<file path="config.mk">
export PLATFORM = sky130hd
export DESIGN_NAME = clock_time_set_controller
export DESIGN_NICKNAME = d
export VERILOG_FILES = /design/src/ctsc_pkg.sv /design/src/ctsc_digits.sv /design/src/clock_time_set_controller.sv
export SDC_FILE = /design/constraint.sdc
export NUM_CORES = 1
export LEC_CHECK = 0
export ABC_AREA = 0
export BUFFER_PORTS_ARGS = -buffer_cell sky130_fd_sc_hd__buf_2
export CORE_MARGIN = 5
export CORE_UTILIZATION = 45
export CTS_CLUSTER_SIZE = 24
export DETAILED_ROUTE_END_ITERATION = 10
export MAX_ROUTING_LAYER = met4
export SETUP_SLACK_MARGIN = 0.5
export SLEW_MARGIN = 30
export SYNTH_ARGS = -nofsm -noshare
export SYNTH_HDL_FRONTEND = slang
export SYNTH_SLANG_ARGS = --single-unit
</file>
<file path="constraint.sdc">
create_clock -name aclk -period 5.95 [get_ports aclk]
set_input_delay 0.595 -clock aclk [delete_from_list [all_inputs] [get_ports aclk]]
set_output_delay 0.595 -clock aclk [all_outputs]
set_load 0.02 [all_outputs]
</file>
<file path="src/ctsc_pkg.sv">
`default_nettype none

package ctsc_pkg;

    // Stream widths
    localparam int unsigned S_DATA_W = 24;
    localparam int unsigned M_DATA_W = 24;

    // Time constants
    localparam logic [4:0] LAST_HOUR   = 5'd23;
    localparam logic [5:0] LAST_MINUTE = 6'd59;
    localparam logic [5:0] HOURS_DAY   = 6'd24;
    localparam logic [6:0] MINS_HOUR   = 7'd60;

    // LED patterns
    localparam logic [7:0] LED_SHOW      = 8'd128;
    localparam logic [7:0] LED_EDIT_EVEN = 8'd16;
    localparam logic [7:0] LED_EDIT_ODD  = 8'd32;

    // Key operations
    typedef enum logic [2:0] {
        OP_NONE      = 3'd0,
        OP_SHOW      = 3'd1,
        OP_TOGGLE    = 3'd2,
        OP_LOAD      = 3'd3,
        OP_HOUR_UP   = 3'd4,
        OP_MINUTE_UP = 3'd5
    } op_t;

    // Display mode
    typedef enum logic [1:0] {
        MODE_SHOW = 2'b01,
        MODE_EDIT = 2'b10
    } mode_t;

    // Four display digits
    typedef struct packed {
        logic [3:0] minute_ones;
        logic [2:0] minute_tens;
        logic [3:0] hour_ones;
        logic [1:0] hour_tens;
    } disp_t;

endpackage

`default_nettype wire

</file>
<file path="src/ctsc_digits.sv">
`default_nettype none

module ctsc_digits (
    input  wire logic [4:0]     hour,
    input  wire logic [5:0]     minute,
    output ctsc_pkg::disp_t     disp
);
    import ctsc_pkg::*;

    // Split a value below 60 into tens and ones
    function automatic logic [6:0] dec_split(input logic [5:0] v);
        logic [2:0] tens;
        logic [5:0] ones;
        begin
            priority if (v >= 6'd50) begin
                tens = 3'd5;
                ones = v - 6'd50;
            end else if (v >= 6'd40) begin
                tens = 3'd4;
                ones = v - 6'd40;
            end else if (v >= 6'd30) begin
                tens = 3'd3;
                ones = v - 6'd30;
            end else if (v >= 6'd20) begin
                tens = 3'd2;
                ones = v - 6'd20;
            end else if (v >= 6'd10) begin
                tens = 3'd1;
                ones = v - 6'd10;
            end else begin
                tens = 3'd0;
                ones = v;
            end
            dec_split = {tens, ones[3:0]};
        end
    endfunction

    logic [6:0] hour_split;
    logic [6:0] minute_split;

    assign hour_split   = dec_split({1'b0, hour});
    assign minute_split = dec_split(minute);

    // Hour tens never exceeds 2
    assign disp.hour_tens   = hour_split[5:4];
    assign disp.hour_ones   = hour_split[3:0];
    assign disp.minute_tens = minute_split[6:4];
    assign disp.minute_ones = minute_split[3:0];

endmodule

`default_nettype wire

</file>
<file path="src/clock_time_set_controller.sv">
`default_nettype none

// Channel  | Dir | Handshake          | Payload
// ---------+-----+--------------------+----------------------------------------
// s_       | in  | s_tvalid/s_tready  | s_tdata: operation, board h/m/s
// m_       | out | m_tvalid/m_tready  | m_tdata: four digits, LED byte
//
// One result per request; new requests are taken every cycle unless m_ stalls.
// The input register comes first, then the result register, with the key
// update and digit split in between. Mode and time state update as a
// request moves into the result register. Reset clears mode, offset and
// edit time to show mode at zero. A stall on m_ holds the result and backs
// up through the input register to s_tready.

module clock_time_set_controller (
    input  wire logic                          aclk,
    input  wire logic                          aresetn,
    // [2:0] operation, [7:3] board_hour, [13:8] board_minute,
    // [19:14] board_second, [23:20] zero
    input  wire logic [ctsc_pkg::S_DATA_W-1:0] s_tdata,
    input  wire logic                          s_tvalid,
    output logic                               s_tready,
    // [1:0] hour_tens, [5:2] hour_ones, [8:6] minute_tens,
    // [12:9] minute_ones, [20:13] led_pattern, [23:21] zero
    output logic [ctsc_pkg::M_DATA_W-1:0]      m_tdata,
    output logic                               m_tvalid,
    input  wire logic                          m_tready
);
    import ctsc_pkg::*;

    // Input register
    logic       in_valid_reg;
    logic [2:0] op_reg;
    logic [4:0] bh_reg;
    logic [5:0] bm_reg;
    logic       bs_odd_reg;

    // Time state; offset kept as hour and minute parts of one minute count
    mode_t      mode_reg,  mode_next;
    logic [4:0] off_hour_reg, off_hour_next;
    logic [5:0] off_min_reg,  off_min_next;
    logic [4:0] edit_hour_reg, edit_hour_next;
    logic [5:0] edit_min_reg,  edit_min_next;

    // Result register
    logic                m_valid_reg;
    logic [M_DATA_W-1:0] m_data_reg, m_data_next;

    logic       advance;
    logic       step;
    logic [4:0] bh_in;
    logic [5:0] bm_in;
    logic [4:0] bh_norm;
    logic [5:0] bm_norm;

    logic [6:0] min_sum;
    logic       min_carry;
    logic [5:0] shown_min;
    logic [5:0] hour_sum;
    logic [4:0] shown_hour;

    logic       borrow;
    logic [6:0] min_diff;
    logic [5:0] hour_diff;
    logic [5:0] save_min;
    logic [4:0] save_hour;

    logic [4:0] hour_inc;
    logic       saving;
    logic [4:0] disp_hour;
    logic [5:0] disp_min;
    logic [7:0] led;
    disp_t      disp;

    // Handshake
    assign advance  = !m_valid_reg || m_tready;
    assign step     = in_valid_reg && advance;
    assign s_tready = !in_valid_reg || advance;
    assign m_tvalid = m_valid_reg;
    assign m_tdata  = m_data_reg;

    // Board time brought into range on the way in
    assign bh_in   = s_tdata[7:3];
    assign bm_in   = s_tdata[13:8];
    assign bh_norm = ({1'b0, bh_in} >= HOURS_DAY) ? 5'(bh_in - 5'd24) : bh_in;
    assign bm_norm = ({1'b0, bm_in} >= MINS_HOUR) ? 6'(bm_in - 6'd60) : bm_in;

    always_ff @(posedge aclk) begin
        if (!aresetn) begin
            in_valid_reg <= 1'b0;
        end else if (s_tready) begin
            in_valid_reg <= s_tvalid;
        end
    end

    always_ff @(posedge aclk) begin
        if (s_tvalid && s_tready) begin
            op_reg     <= s_tdata[2:0];
            bh_reg     <= bh_norm;
            bm_reg     <= bm_norm;
            bs_odd_reg <= s_tdata[14];
        end
    end

    // Shown time: board plus offset
    assign min_sum    = {1'b0, bm_reg} + {1'b0, off_min_reg};
    assign min_carry  = (min_sum >= MINS_HOUR);
    assign shown_min  = min_carry ? 6'(min_sum - MINS_HOUR) : min_sum[5:0];
    assign hour_sum   = {1'b0, bh_reg} + {1'b0, off_hour_reg} + {5'b0, min_carry};
    assign shown_hour = (hour_sum >= HOURS_DAY) ? 5'(hour_sum - HOURS_DAY)
                                                : hour_sum[4:0];

    // New offset on save: edited time minus board time, mod one day
    assign borrow    = (edit_min_reg < bm_reg);
    assign min_diff  = {1'b0, edit_min_reg} + (borrow ? MINS_HOUR : 7'd0)
                       - {1'b0, bm_reg};
    assign save_min  = min_diff[5:0];
    assign hour_diff = {1'b0, edit_hour_reg} + HOURS_DAY - {1'b0, bh_reg}
                       - {5'b0, borrow};
    assign save_hour = (hour_diff >= HOURS_DAY) ? 5'(hour_diff - HOURS_DAY)
                                                : hour_diff[4:0];

    assign hour_inc = (edit_hour_reg == LAST_HOUR) ? 5'd0 : edit_hour_reg + 5'd1;

    // Key handling
    always_comb begin
        mode_next      = mode_reg;
        off_hour_next  = off_hour_reg;
        off_min_next   = off_min_reg;
        edit_hour_next = edit_hour_reg;
        edit_min_next  = edit_min_reg;
        saving         = 1'b0;
        unique case (op_reg)
            OP_SHOW: begin
                mode_next = MODE_SHOW;
            end
            OP_TOGGLE: begin
                if (mode_reg == MODE_SHOW) begin
                    mode_next      = MODE_EDIT;
                    edit_hour_next = shown_hour;
                    edit_min_next  = shown_min;
                end else begin
                    mode_next     = MODE_SHOW;
                    off_hour_next = save_hour;
                    off_min_next  = save_min;
                    saving        = 1'b1;
                end
            end
            OP_LOAD: begin
                if (mode_reg == MODE_EDIT) begin
                    edit_hour_next = bh_reg;
                    edit_min_next  = bm_reg;
                end
            end
            OP_HOUR_UP: begin
                if (mode_reg == MODE_EDIT) begin
                    edit_hour_next = hour_inc;
                end
            end
            OP_MINUTE_UP: begin
                if (mode_reg == MODE_EDIT) begin
                    if (edit_min_reg == LAST_MINUTE) begin
                        edit_min_next  = 6'd0;
                        edit_hour_next = hour_inc;
                    end else begin
                        edit_min_next = edit_min_reg + 6'd1;
                    end
                end
            end
            default: begin
                // no key, or an unused code
            end
        endcase
    end

    // Displayed time after the key; a save shows the edited time
    always_comb begin
        if (mode_next == MODE_EDIT) begin
            disp_hour = edit_hour_next;
            disp_min  = edit_min_next;
            led       = bs_odd_reg ? LED_EDIT_ODD : LED_EDIT_EVEN;
        end else if (saving) begin
            disp_hour = edit_hour_reg;
            disp_min  = edit_min_reg;
            led       = LED_SHOW;
        end else begin
            disp_hour = shown_hour;
            disp_min  = shown_min;
            led       = LED_SHOW;
        end
    end

    ctsc_digits u_digits (
        .hour   (disp_hour),
        .minute (disp_min),
        .disp   (disp)
    );

    assign m_data_next = {3'b000, led, disp};

    // State update
    always_ff @(posedge aclk) begin
        if (!aresetn) begin
            mode_reg      <= MODE_SHOW;
            off_hour_reg  <= 5'd0;
            off_min_reg   <= 6'd0;
            edit_hour_reg <= 5'd0;
            edit_min_reg  <= 6'd0;
        end else if (step) begin
            mode_reg      <= mode_next;
            off_hour_reg  <= off_hour_next;
            off_min_reg   <= off_min_next;
            edit_hour_reg <= edit_hour_next;
            edit_min_reg  <= edit_min_next;
        end
    end

    // Result register
    always_ff @(posedge aclk) begin
        if (!aresetn) begin
            m_valid_reg <= 1'b0;
        end else if (advance) begin
            m_valid_reg <= in_valid_reg;
        end
    end

    always_ff @(posedge aclk) begin
        if (step) begin
            m_data_reg <= m_data_next;
        end
    end

    // Checks
    a_time_range: assert property (@(posedge aclk) disable iff (!aresetn)
        (off_hour_reg <= LAST_HOUR) && (off_min_reg <= LAST_MINUTE)
        && (edit_hour_reg <= LAST_HOUR) && (edit_min_reg <= LAST_MINUTE))
        else $error("time state out of range");

    a_led_mode: assert property (@(posedge aclk) disable iff (!aresetn)
        m_valid_reg |-> ((m_data_reg[20:13] == LED_SHOW)
            || (m_data_reg[20:13] == LED_EDIT_EVEN)
            || (m_data_reg[20:13] == LED_EDIT_ODD)))
        else $error("bad LED pattern");

    a_digits: assert property (@(posedge aclk) disable iff (!aresetn)
        m_valid_reg |-> ((m_data_reg[5:2] <= 4'd9) && (m_data_reg[12:9] <= 4'd9)
            && (m_data_reg[8:6] <= 3'd5) && (m_data_reg[1:0] != 2'd3)
            && !((m_data_reg[1:0] == 2'd2) && (m_data_reg[5:2] > 4'd3))))
        else $error("display digits out of range");

    a_hold_state: assert property (@(posedge aclk) disable iff (!aresetn)
        !step |=> ($stable(off_hour_reg) && $stable(off_min_reg)
            && $stable(edit_hour_reg) && $stable(edit_min_reg)))
        else $error("state changed without a request");

endmodule

`default_nettype wire
</file>
==> results of run 1 <==
==> where the power goes <==
part,switching [mW],internal (mW),total (mW)
clock,0.191,0.322,0.514
sequential,0.0255,0.443,0.468
combinational,0.214,0.148,0.361
==> final timing paths <==
path | depth (start not counted) | endpoint
worst min register to register | 2 | off_hour_reg[0]
worst max-delay path | 21 | m_tdata[3]
worst max register to register | 21 | m_tdata[3]
worst min-delay path | 1 | op_reg[2]
==> stage by stage <==
stage          hold slack, ps  instance area (sq um)  worst slack (ps)  instances
2_1_floorplan             465                   5290               989        601
3_3_place_gp              489                   5440               349        747
3_5_place_dp              496                   5440               277        747
4_1_cts                   419                   5770               571        766
5_1_grt                   421                   5900               456        772
6_report                  431                   5900               690        772
==> what timing repair did <==
| action | 4_1_cts | 5_1_grt |
|---|---|---|
| pin swaps | 2 | 4 |
| resized for setup | 2 | 17 |
| endpoints found under the setup margin | 5 | 5 |
| gates cloned | 0 | 0 |
| hold buffers | 0 | 0 |
| buffers inserted | 3 | 6 |
==> layout make-up <==
cell class,instances,share of cell area (%)
Tap cell,143,3.03
Sequential cell,57,24.6
Timing Repair Buffer,46,4.33
Clock buffer,9,3.82
Clock inverter,7,1.21
Inverter,49,3.16
Multi-Input combinational cell,461,59.8
==> cell families (layout without fill, tap and decap cells) <==
family                   after synthesis  in the layout  share of synthesized area, %
adder cells (fa/ha/maj)               54             54                          14.4
XOR/XNOR                              19             19                          3.16
buffers and inverters                 83            111                          7.61
flip-flops                            57             57                          27.6
other                                  1              8                        0.0713
AND/OR/NAND/NOR                      180            180                          18.3
AO/OA/AOI/OAI                        185            185                          25.8
multiplexers                          15             15                          2.97
==> routing by layer <==
metal	GRT usage, %	wire length [um]	up-vias	part of all wire (%)
met1	25.7	6110	2151	46
met2	30.7	5940	188	44
met4	6.74	352	0	2.6
met5	-	0	-	0
met3	4.18	945	26	7.1
li1	-	-	2238	-
==> critical path: cells and delay by family, from the launching register on <==
| kind | cells | cell delay (ps) |
|---|---|---|
| fa+ha+maj | 5 | 1590 |
| buf+inv | 2 | 110 |
| compound gates | 9 | 2250 |
| simple gates | 2 | 210 |
| xor+xnor | 3 | 430 |
| flops | 1 | 410 |
==> layout by cell type (no fill, tap or decap), types with 8 or more instances in the layout <==
master,count
o21ai_0,29
xnor2_1,14
buf_4,10
nor3_1,10
nor2_1,52
a211oi_1,14
mux2i_1,10
buf_2,36
nand2_1,26
ha_1,42
fa_1,9
inv_1,44
nor2b_1,8
a31oi_1,9
a21oi_1,42
nand3_1,24
edfxtp_1,31
conb_1,8
clkbuf_16,9
nand2b_1,10
dfxtp_1,26
==> flow_metrics.py, run 1 <==
metrics = {
    "outcome": {
        "status": "finished clean",
    },
    "grt": {
        "grt_pass1_vias": 4462,
        "grt_max_degree": 28,
        "grt_antenna_before_repair": 0,
        "grt_use_total_pct": 19.8,
        "overflow": 0,
        "grt_pass1_wl_mm": 22.1,
    },
    "clock_tree": {
        "cts.sinks": 57,
        "clockBufferDepth": 2,
        "cts_buffers": 9,
        "root_buffer": "clkbuf_16",
        "cts_tree": "built",
        "cts_htree_levels": 3,
        "clock_latency_ps": 340,
        "clk_pin_slew_worst_paths_ps": 60,
    },
    "sta": {
        "hold_violations": 0,
        "fmax_mhz": 190,
        "finalSetupTns_ps": 0,
        "rsz0062_at_grt": "no",
        "period_needed_ps": 5260,
        "setup_viol": 0,
        "worst_pin_slew_ps": 922,
        "fin_worst_skew_ps": 5.20,
        "finalMaxSlewViolations": 0,
        "slew_headroom_pct": 38.1,
        "period_share_pct": 88.4,
    },
    "layout": {
        "area_delta_synth_final_pct": 12.1,
        "seq_area_sq_um": 1450,
        "drive_gt1_share_pct": 18.6,
        "multi_input_area_sq_um": 3530,
        "fillers": 1090,
        "finalNetCount": 706,
        "antennaDiodeCount": 0,
        "finish.utilization_pct": 51.6,
        "largest_reg_flops": 16,
    },
    "route": {
        "wl_mm": 13.4,
        "viasPerCell": 5.96,
        "num_vias": 4603,
        "wl_per_cell_um": 17.3,
        "drt_pre_antenna_iters": 5,
        "drtIter0Drc": 478,
        "postRouteAntennaNets": 0,
        "drc": 0,
    },
    "synth": {
        "avgSynthCellArea_sq_um": 8.85,
        "yosysTopAreaCell": "edfxtp_1",
        "synth-main-ff-cell": "edfxtp_1",
        "synthCells": 594,
        "yosysUniqueCellTypes": 98,
        "synthTopCellsByArea": "edfxtp_1 (18%), ha_1 (10%), dfxtp_1 (9.9%), a21oi_1 (4.2%), fa_1 (4.2%)",
        "synth-seq-cells": 57,
        "synth_edf_count": 31,
        "yosys_warnings": 0,
        "syn-cell-area_sq_um": 5260,
        "synth.most_common_cell": "nor2_1",
        "synth-seq-area-share_pct": 27.6,
        "async_reset_ff_share_pct": 0,
        "ys_top_cells_by_count": "nor2_1 (52), inv_1 (45), a21oi_1 (44)",
        "synth_top_area_share_pct": 17.7,
    },
    "pwr": {
        "vdd_drop_max_v": 0.000187,
        "total_power_mw": 1.34,
        "p_leak_nw": 2.36,
        "p_per_area_nw_per_um2": 228,
    },
    "placed_design": {
        "port_buffers": 36,
        "post-dp-hpwl_mm": 9.93,
        "gp_congestion": 0.922,
    },
    "setup_path": {
        "r2r_slack_ps": 690,
        "worstSetupPathType": "flop to flop",
        "end_kind": "flop",
        "slowest_delay_ps": 450,
        "arrival_ps": 5330,
        "start_kind": "flop",
        "path_cells": "ha_2, inv_1, fa_2, xnor2_1, ha_1, nand3b_1, o311ai_4, a311oi_4, fa_2, inv_1, fa_1, a21o_1, a21oi_2, xnor2_2, nor2_1, a221oi_2, o21a_1, a2bb2o_2, a211oi_2, o21bai_1, xnor2_1",
        "r2r_start": "bm_reg[0]",
        "crit_fanout": 6,
        "cp.required_ps": 6020,
        "slowest_stage": "a311oi_4",
        "crit_start": "bm_reg[0]",
    },
    "min_path": {
        "hold_path.class": "input port to flop",
        "hp-start": "s_tdata[2]",
    },
    "die": {
        "io_pins": 54,
        "initial_core_util_pct": 46.1,
        "core.rowCount": 39,
        "core_area_sq_um": 11400,
        "die_y_um": 118,
        "die_area_sq_um": 13900,
        "die_w_um": 118,
    },
    "job": {
        "drv_cap": 0,
    },
}
Note: power is estimated with default switching activity, not from simulation.
==> run 2: changes to the inputs <==
- CORE_UTILIZATION: 45 -> 40
==> run 2 against run 1 <==
Flip-flop and latch count did not move. Via count is 0.80% lower. Critical path depth grew 1. Sequential power about the same. Wire length rose by 0.22%. Final cell count rose by 3.5%. Critical path type unchanged.
==> flow_metrics.py, run 2 (synthesized netlist as in run 1, its figures left out) <==
metrics = {
    "pwr": {
        "total_power_mw": 1.29,
        "vdd_drop_max_v": 0.000172,
        "p_int_mw": 0.879,
        "comb_power_share_pct": 28.2,
        "p_leak_nw": 2.35,
        "clockPowerShare_pct": 35.6,
        "power_switching_mw": 0.415,
        "switching_share_pct": 32.1,
        "sequentialPowerShare_pct": 36.3,
        "p_per_area_nw_per_um2": 220,
    },
    "setup_path": {
        "crit_fanout": 4,
        "r2r_slack_ps": 710,
        "slowest_delay_ps": 490,
        "path_cells": "ha_4, a211oi_4, nor2_1, xor2_1, ha_1, nand3b_1, o311ai_4, a311oi_4, fa_2, inv_1, fa_1, a21o_1, a21oi_1, xnor2_1, nor2_1, a221oi_2, buf_4, o21a_1, a2bb2o_2, a211oi_2, o21bai_2, xnor2_1",
        "arrival_ps": 5310,
        "start_kind": "flop",
        "crit-reg2reg-capture": "m_tdata[3]",
        "cp.required_ps": 6020,
        "slowest_stage": "edfxtp_1",
        "r2r_start": "bm_reg[1]",
        "r2r_cells": 22,
        "end_kind": "flop",
        "worstSetupPathType": "flop to flop",
    },
    "layout": {
        "design_area_sq_um": 5890,
        "drive_gt1_share_pct": 17.9,
        "final_cells": 799,
        "final_common_cell": "nor2_1",
        "largest_reg_flops": 16,
        "final_cell_mix": "nor2_1 (52), inv_1 (44), a21oi_1 (44), ha_1 (41), buf_2 (36)",
        "antennaDiodeCount": 0,
        "finalNetCount": 704,
        "area_delta_synth_final_pct": 12.0,
        "finish.utilization_pct": 46.1,
        "fillers": 1219,
    },
    "clock_tree": {
        "cts_tree": "built",
        "clock_latency_ps": 330,
        "cts.sinks": 57,
        "clockBufferDepth": 2,
        "clk_pin_slew_worst_paths_ps": 50,
        "root_buffer": "clkbuf_16",
        "cts_hold_buf": 0,
        "cts_htree_levels": 3,
        "cts_buffers": 9,
    },
    "sta": {
        "worst_pin_slew_ps": 864,
        "rsz0062_at_grt": "yes",
        "finalSetupTns_ps": 0,
        "worst_slack_ps": 706,
        "period_needed_ps": 5240,
        "whs_ps": 439,
        "fin_worst_skew_ps": 4.23,
        "hold_violations": 0,
        "finalMaxSlewViolations": 0,
        "fmax_mhz": 191,
        "slew_headroom_pct": 42.0,
        "period_share_pct": 88.1,
        "setup_viol": 0,
    },
    "grt": {
        "top_usage_layer": "met2",
        "grt_pass1_vias": 4315,
        "grt_use_met1_pct": 24.0,
        "grt_pass1_wl_mm": 22.0,
        "overflow": 0,
        "use_met2_pct": 26.4,
        "grt_antenna_before_repair": 0,
        "grt_max_degree": 28,
        "grt_use_total_pct": 17.6,
        "grtUsageMet3_pct": 3.56,
    },
    "die": {
        "die_w_um": 125,
        "initial_core_util_pct": 41.2,
        "core.rowCount": 41,
        "io_pins": 54,
        "die_y_um": 125,
        "die_area_sq_um": 15500,
        "core_area_sq_um": 12800,
    },
    "placed_design": {
        "gp_congestion": 0.892,
        "post-dp-hpwl_mm": 9.92,
        "dp_slack_ps": 245,
        "placed_area_sq_um": 5480,
        "port_buffers": 36,
        "placed_cells": 777,
    },
    "route": {
        "postRouteAntennaNets": 0,
        "wl_per_cell_um": 16.7,
        "num_vias": 4566,
        "drc": 0,
        "wl_mm": 13.4,
        "drtIter0Drc": 474,
        "viasPerCell": 5.71,
        "drt_pre_antenna_iters": 5,
    },
    "min_path": {
        "holdPathEnd": "bh_reg[1]",
        "hold_path.class": "input port to flop",
        "hold_depth": 1,
        "hp-start": "s_tdata[4]",
    },
    "outcome": {
        "status": "finished clean",
    },
    "job": {
        "drv_cap": 0,
    },
}
run 2: changes by cell type in the layout (fill, tap and decap cells not counted), moves of 2 or more:
cell and delta:
a21oi_2 -2, clkbuf_1 +2, clkinv_1 +2, buf_4 -2, o21ai_1 +2, a21oi_1 +2
o21ai_0 -2, clkinvlp_4 -3
run 2: cell type report:
class	count	area (sq um)	share of cell area, %
well taps	172	215	3.65
flip-flops and latches	57	1450	24.6
repair buffers	44	240	4.08
inverters	49	186	3.16
multi-input cells	461	3530	60.0
clock buffers	12	246	4.18
clock inverters	4	18.8	0.319
run 2: how the worst max path moves through the flow:
stage	from	end	slack [ps]	depth (start not counted)
floorplan	bm_reg[0]	m_tdata[3]	990	21
global placement	bm_reg[0]	m_tdata[3]	350	21
detailed placement	bm_reg[0]	m_tdata[3]	250	21
CTS	bm_reg[0]	m_tdata[4]	550	21
global route	bm_reg[1]	m_tdata[4]	420	21
finish	bm_reg[1]	m_tdata[3]	710	22
run 2: power groups by stage:
stage	Sequential [mW]	Combinational [mW]	Clock [mW]
after floorplan	0.474	0.277	0
after global placement	0.475	0.338	0
after detailed placement	0.476	0.347	0
after CTS	0.468	0.353	0.472
after global routing	0.472	0.402	0.493
final	0.469	0.364	0.460
run 2: layer usage:
metal  up-vias  share of wire, %
li1       2227                 -
met1      2151                47
met2       173                45
met3        15               6.2
met4         0               1.7
met5         -                 0
run 2: repair_timing:
action	4_1_cts	5_1_grt
buffers inserted	1	5
endpoints found under the setup margin	5	5
resized for setup	3	19
pin swaps	2	7
run 2: worst max-delay path: cells and delay by family, from the launching register on:
| family | cells | cell delay (ps) |
|---|---|---|
| AO/OA/AOI/OAI | 10 | 2330 |
| adder cells (fa/ha/maj) | 4 | 1200 |
| buffers and inverters | 2 | 220 |
| flip-flops | 1 | 490 |
| XOR/XNOR | 3 | 440 |
| AND/OR/NAND/NOR | 3 | 300 |
==> run 3: changes to the inputs <==
- CORE_ASPECT_RATIO: not set -> 1.2
==> run 3 against run 2 <==
Sequential share of layout area down 0.18 points. Clock skew up 2.1 ps. Largest cell class unchanged. Clock power about the same. Die area about the same. Fmax down 0.52%. Non-clock buffer count up 5. Combinational power about the same. Flip-flop and latch count unchanged. Wire length up 2.1%. Largest power group unchanged. Register-to-register slack worse by 30 ps. Utilization down 0.70 points. Power up 0.34%.
==> flow_metrics.py, run 3 (synthesized netlist as in run 1, its figures left out) <==
metrics = {
    "setup_path": {
        "path_cells": "ha_1, nor2b_4, a221o_1, or3b_4, a311oi_4, fa_2, inv_1, fa_1, a21o_1, a21oi_1, xnor2_1, nor2_1, a221oi_2, o21a_1, a2bb2o_2, nand2_2, nor2_1, o311a_1",
        "cp_common_cell": "nor2_1",
        "critPathTopFamily": "compound AO/OA/AOI/OAI gates",
        "slowest_stage": "edfxtp_1",
        "slowest_delay_ps": 480,
        "crit_buf_inv": 1,
        "worstSetupPathType": "flop to flop",
        "end_kind": "flop",
        "crit_fanout": 7,
        "arrival_ps": 5340,
        "start_kind": "flop",
        "cp.required_ps": 6020,
    },
    "grt": {
        "grt_pass1_vias": 4495,
        "grt_pass1_wl_mm": 22.2,
        "overflow": 0,
        "grt_antenna_before_repair": 0,
        "grt_use_total_pct": 18.2,
        "grt_max_degree": 28,
    },
    "route": {
        "drtIter0Drc": 537,
        "drc": 0,
        "wl_per_cell_um": 17.1,
        "top_layer_used": "met4",
        "wl_met2_mm": 6.56,
        "drt-met1-wl_mm": 5.80,
        "num_vias": 4649,
        "postRouteAntennaNets": 0,
        "met3_length_um": 894,
        "wl_mm": 13.7,
        "drt_pre_antenna_iters": 5,
        "viasPerCell": 5.81,
    },
    "die": {
        "core_area_sq_um": 13100,
        "core.rowCount": 46,
        "io_pins": 54,
        "die_w_um": 115,
        "die_y_um": 136,
        "initial_core_util_pct": 40.3,
        "die_area_sq_um": 15500,
    },
    "clock_tree": {
        "cts_buffers": 9,
        "cts_htree_levels": 3,
        "clock_latency_ps": 330,
        "root_buffer": "clkbuf_16",
        "cts_tree": "built",
        "clk_pin_slew_worst_paths_ps": 50,
        "clockBufferDepth": 2,
        "cts.sinks": 57,
    },
    "sta": {
        "worst_pin_slew_ps": 949,
        "finalMaxSlewViolations": 0,
        "fmax_mhz": 190,
        "setup_viol": 0,
        "rsz0062_at_grt": "no",
        "period_share_pct": 88.6,
        "slew_headroom_pct": 36.3,
        "hold_violations": 0,
        "period_needed_ps": 5270,
        "fin_worst_skew_ps": 6.33,
        "finalSetupTns_ps": 0,
    },
    "layout": {
        "area_delta_synth_final_pct": 12.8,
        "antennaDiodeCount": 0,
        "design_area_sq_um": 5930,
        "finish.utilization_pct": 45.4,
        "largest_reg_flops": 16,
        "final_cell_mix": "nor2_1 (52), inv_1 (44), a21oi_1 (44), ha_1 (39), buf_2 (36)",
        "finalNetCount": 709,
        "final_common_cell": "nor2_1",
        "final_cells": 800,
        "drive_gt1_share_pct": 19.1,
    },
    "placed_design": {
        "placed_cells": 772,
        "port_buffers": 36,
        "placed_area_sq_um": 5470,
        "gp_congestion": 0.913,
        "post-dp-hpwl_mm": 10.1,
    },
    "min_path": {
        "hold_path.class": "input port to flop",
    },
    "pwr": {
        "p_leak_nw": 2.36,
        "p_per_area_nw_per_um2": 219,
        "total_power_mw": 1.30,
        "vdd_drop_max_v": 0.000135,
    },
    "outcome": {
        "status": "finished clean",
    },
    "job": {
        "drv_cap": 0,
    },
}
run 3: cell types whose count changed in the layout (fill, tap and decap cells not counted), moves of 2 or more:
cell | before | now
buf_4 | 8 | 13
clkinvlp_4 | 0 | 2
ha_1 | 41 | 39
o21ai_0 | 27 | 29
o21ai_1 | 4 | 2
run 3: layout make-up:
cell class / instances / area, sq um
timing repair buffer: 49 / 278
fill: 1246 / 7130
inverter: 49 / 186
multi-input combinational: 461 / 3540
clock buffer: 10 / 229
sequential: 57 / 1450
tap: 168 / 210
clock inverter: 6 / 35.0
run 3: where the power goes:
part           switching, mW  internal [mW]
clock                  0.184          0.278
combinational          0.216          0.150
sequential            0.0260          0.443
total                  0.426          0.871
run 3: final timing paths:
path	slack (ps)	cells after the start	from	to
hold reg to reg	500	2	off_min_reg[3]	off_min_reg[3]
setup reg to reg	680	18	bm_reg[4]	m_tdata[4]
setup / recovery	680	18	bm_reg[4]	m_tdata[4]
hold / removal	440	1	s_tdata[5]	bh_reg[2]
run 3: metal layers:
metal  up-vias  GRT usage, %
met2       200          29.2
met3        29          3.13
met4         0          6.60
li1       2243             -
met1      2177          23.0
met5         -             -
run 3: what timing repair did:
item	CTS	global route
pin swaps	2	10
endpoints found under the setup margin	5	5
cloned	0	0
resized for setup	2	20
buffers inserted	3	9
hold buffers	0	0
endpoints found under the hold margin	0	0
run 3: worst register-to-register path, cell delays in order, from the launching register on:
cell	delay (ps)
edfxtp_1	480
ha_1	450
nor2b_4	180
a221o_1	290
or3b_4	460
a311oi_4	370
fa_2	290
inv_1	60
fa_1	410
a21o_1	180
a21oi_1	170
xnor2_1	200
nor2_1	90
a221oi_2	370
o21a_1	190
a2bb2o_2	320
nand2_2	150
nor2_1	60
o311a_1	290
run 3: through the flow:
stage / worst slack, ps / hold WS (ps)
6_report: 678 / 438
5_1_grt: 491 / 428
4_1_cts: 516 / 428
3_5_place_dp: 253 / 491
3_3_place_gp: 353 / 492
2_1_floorplan: 989 / 465
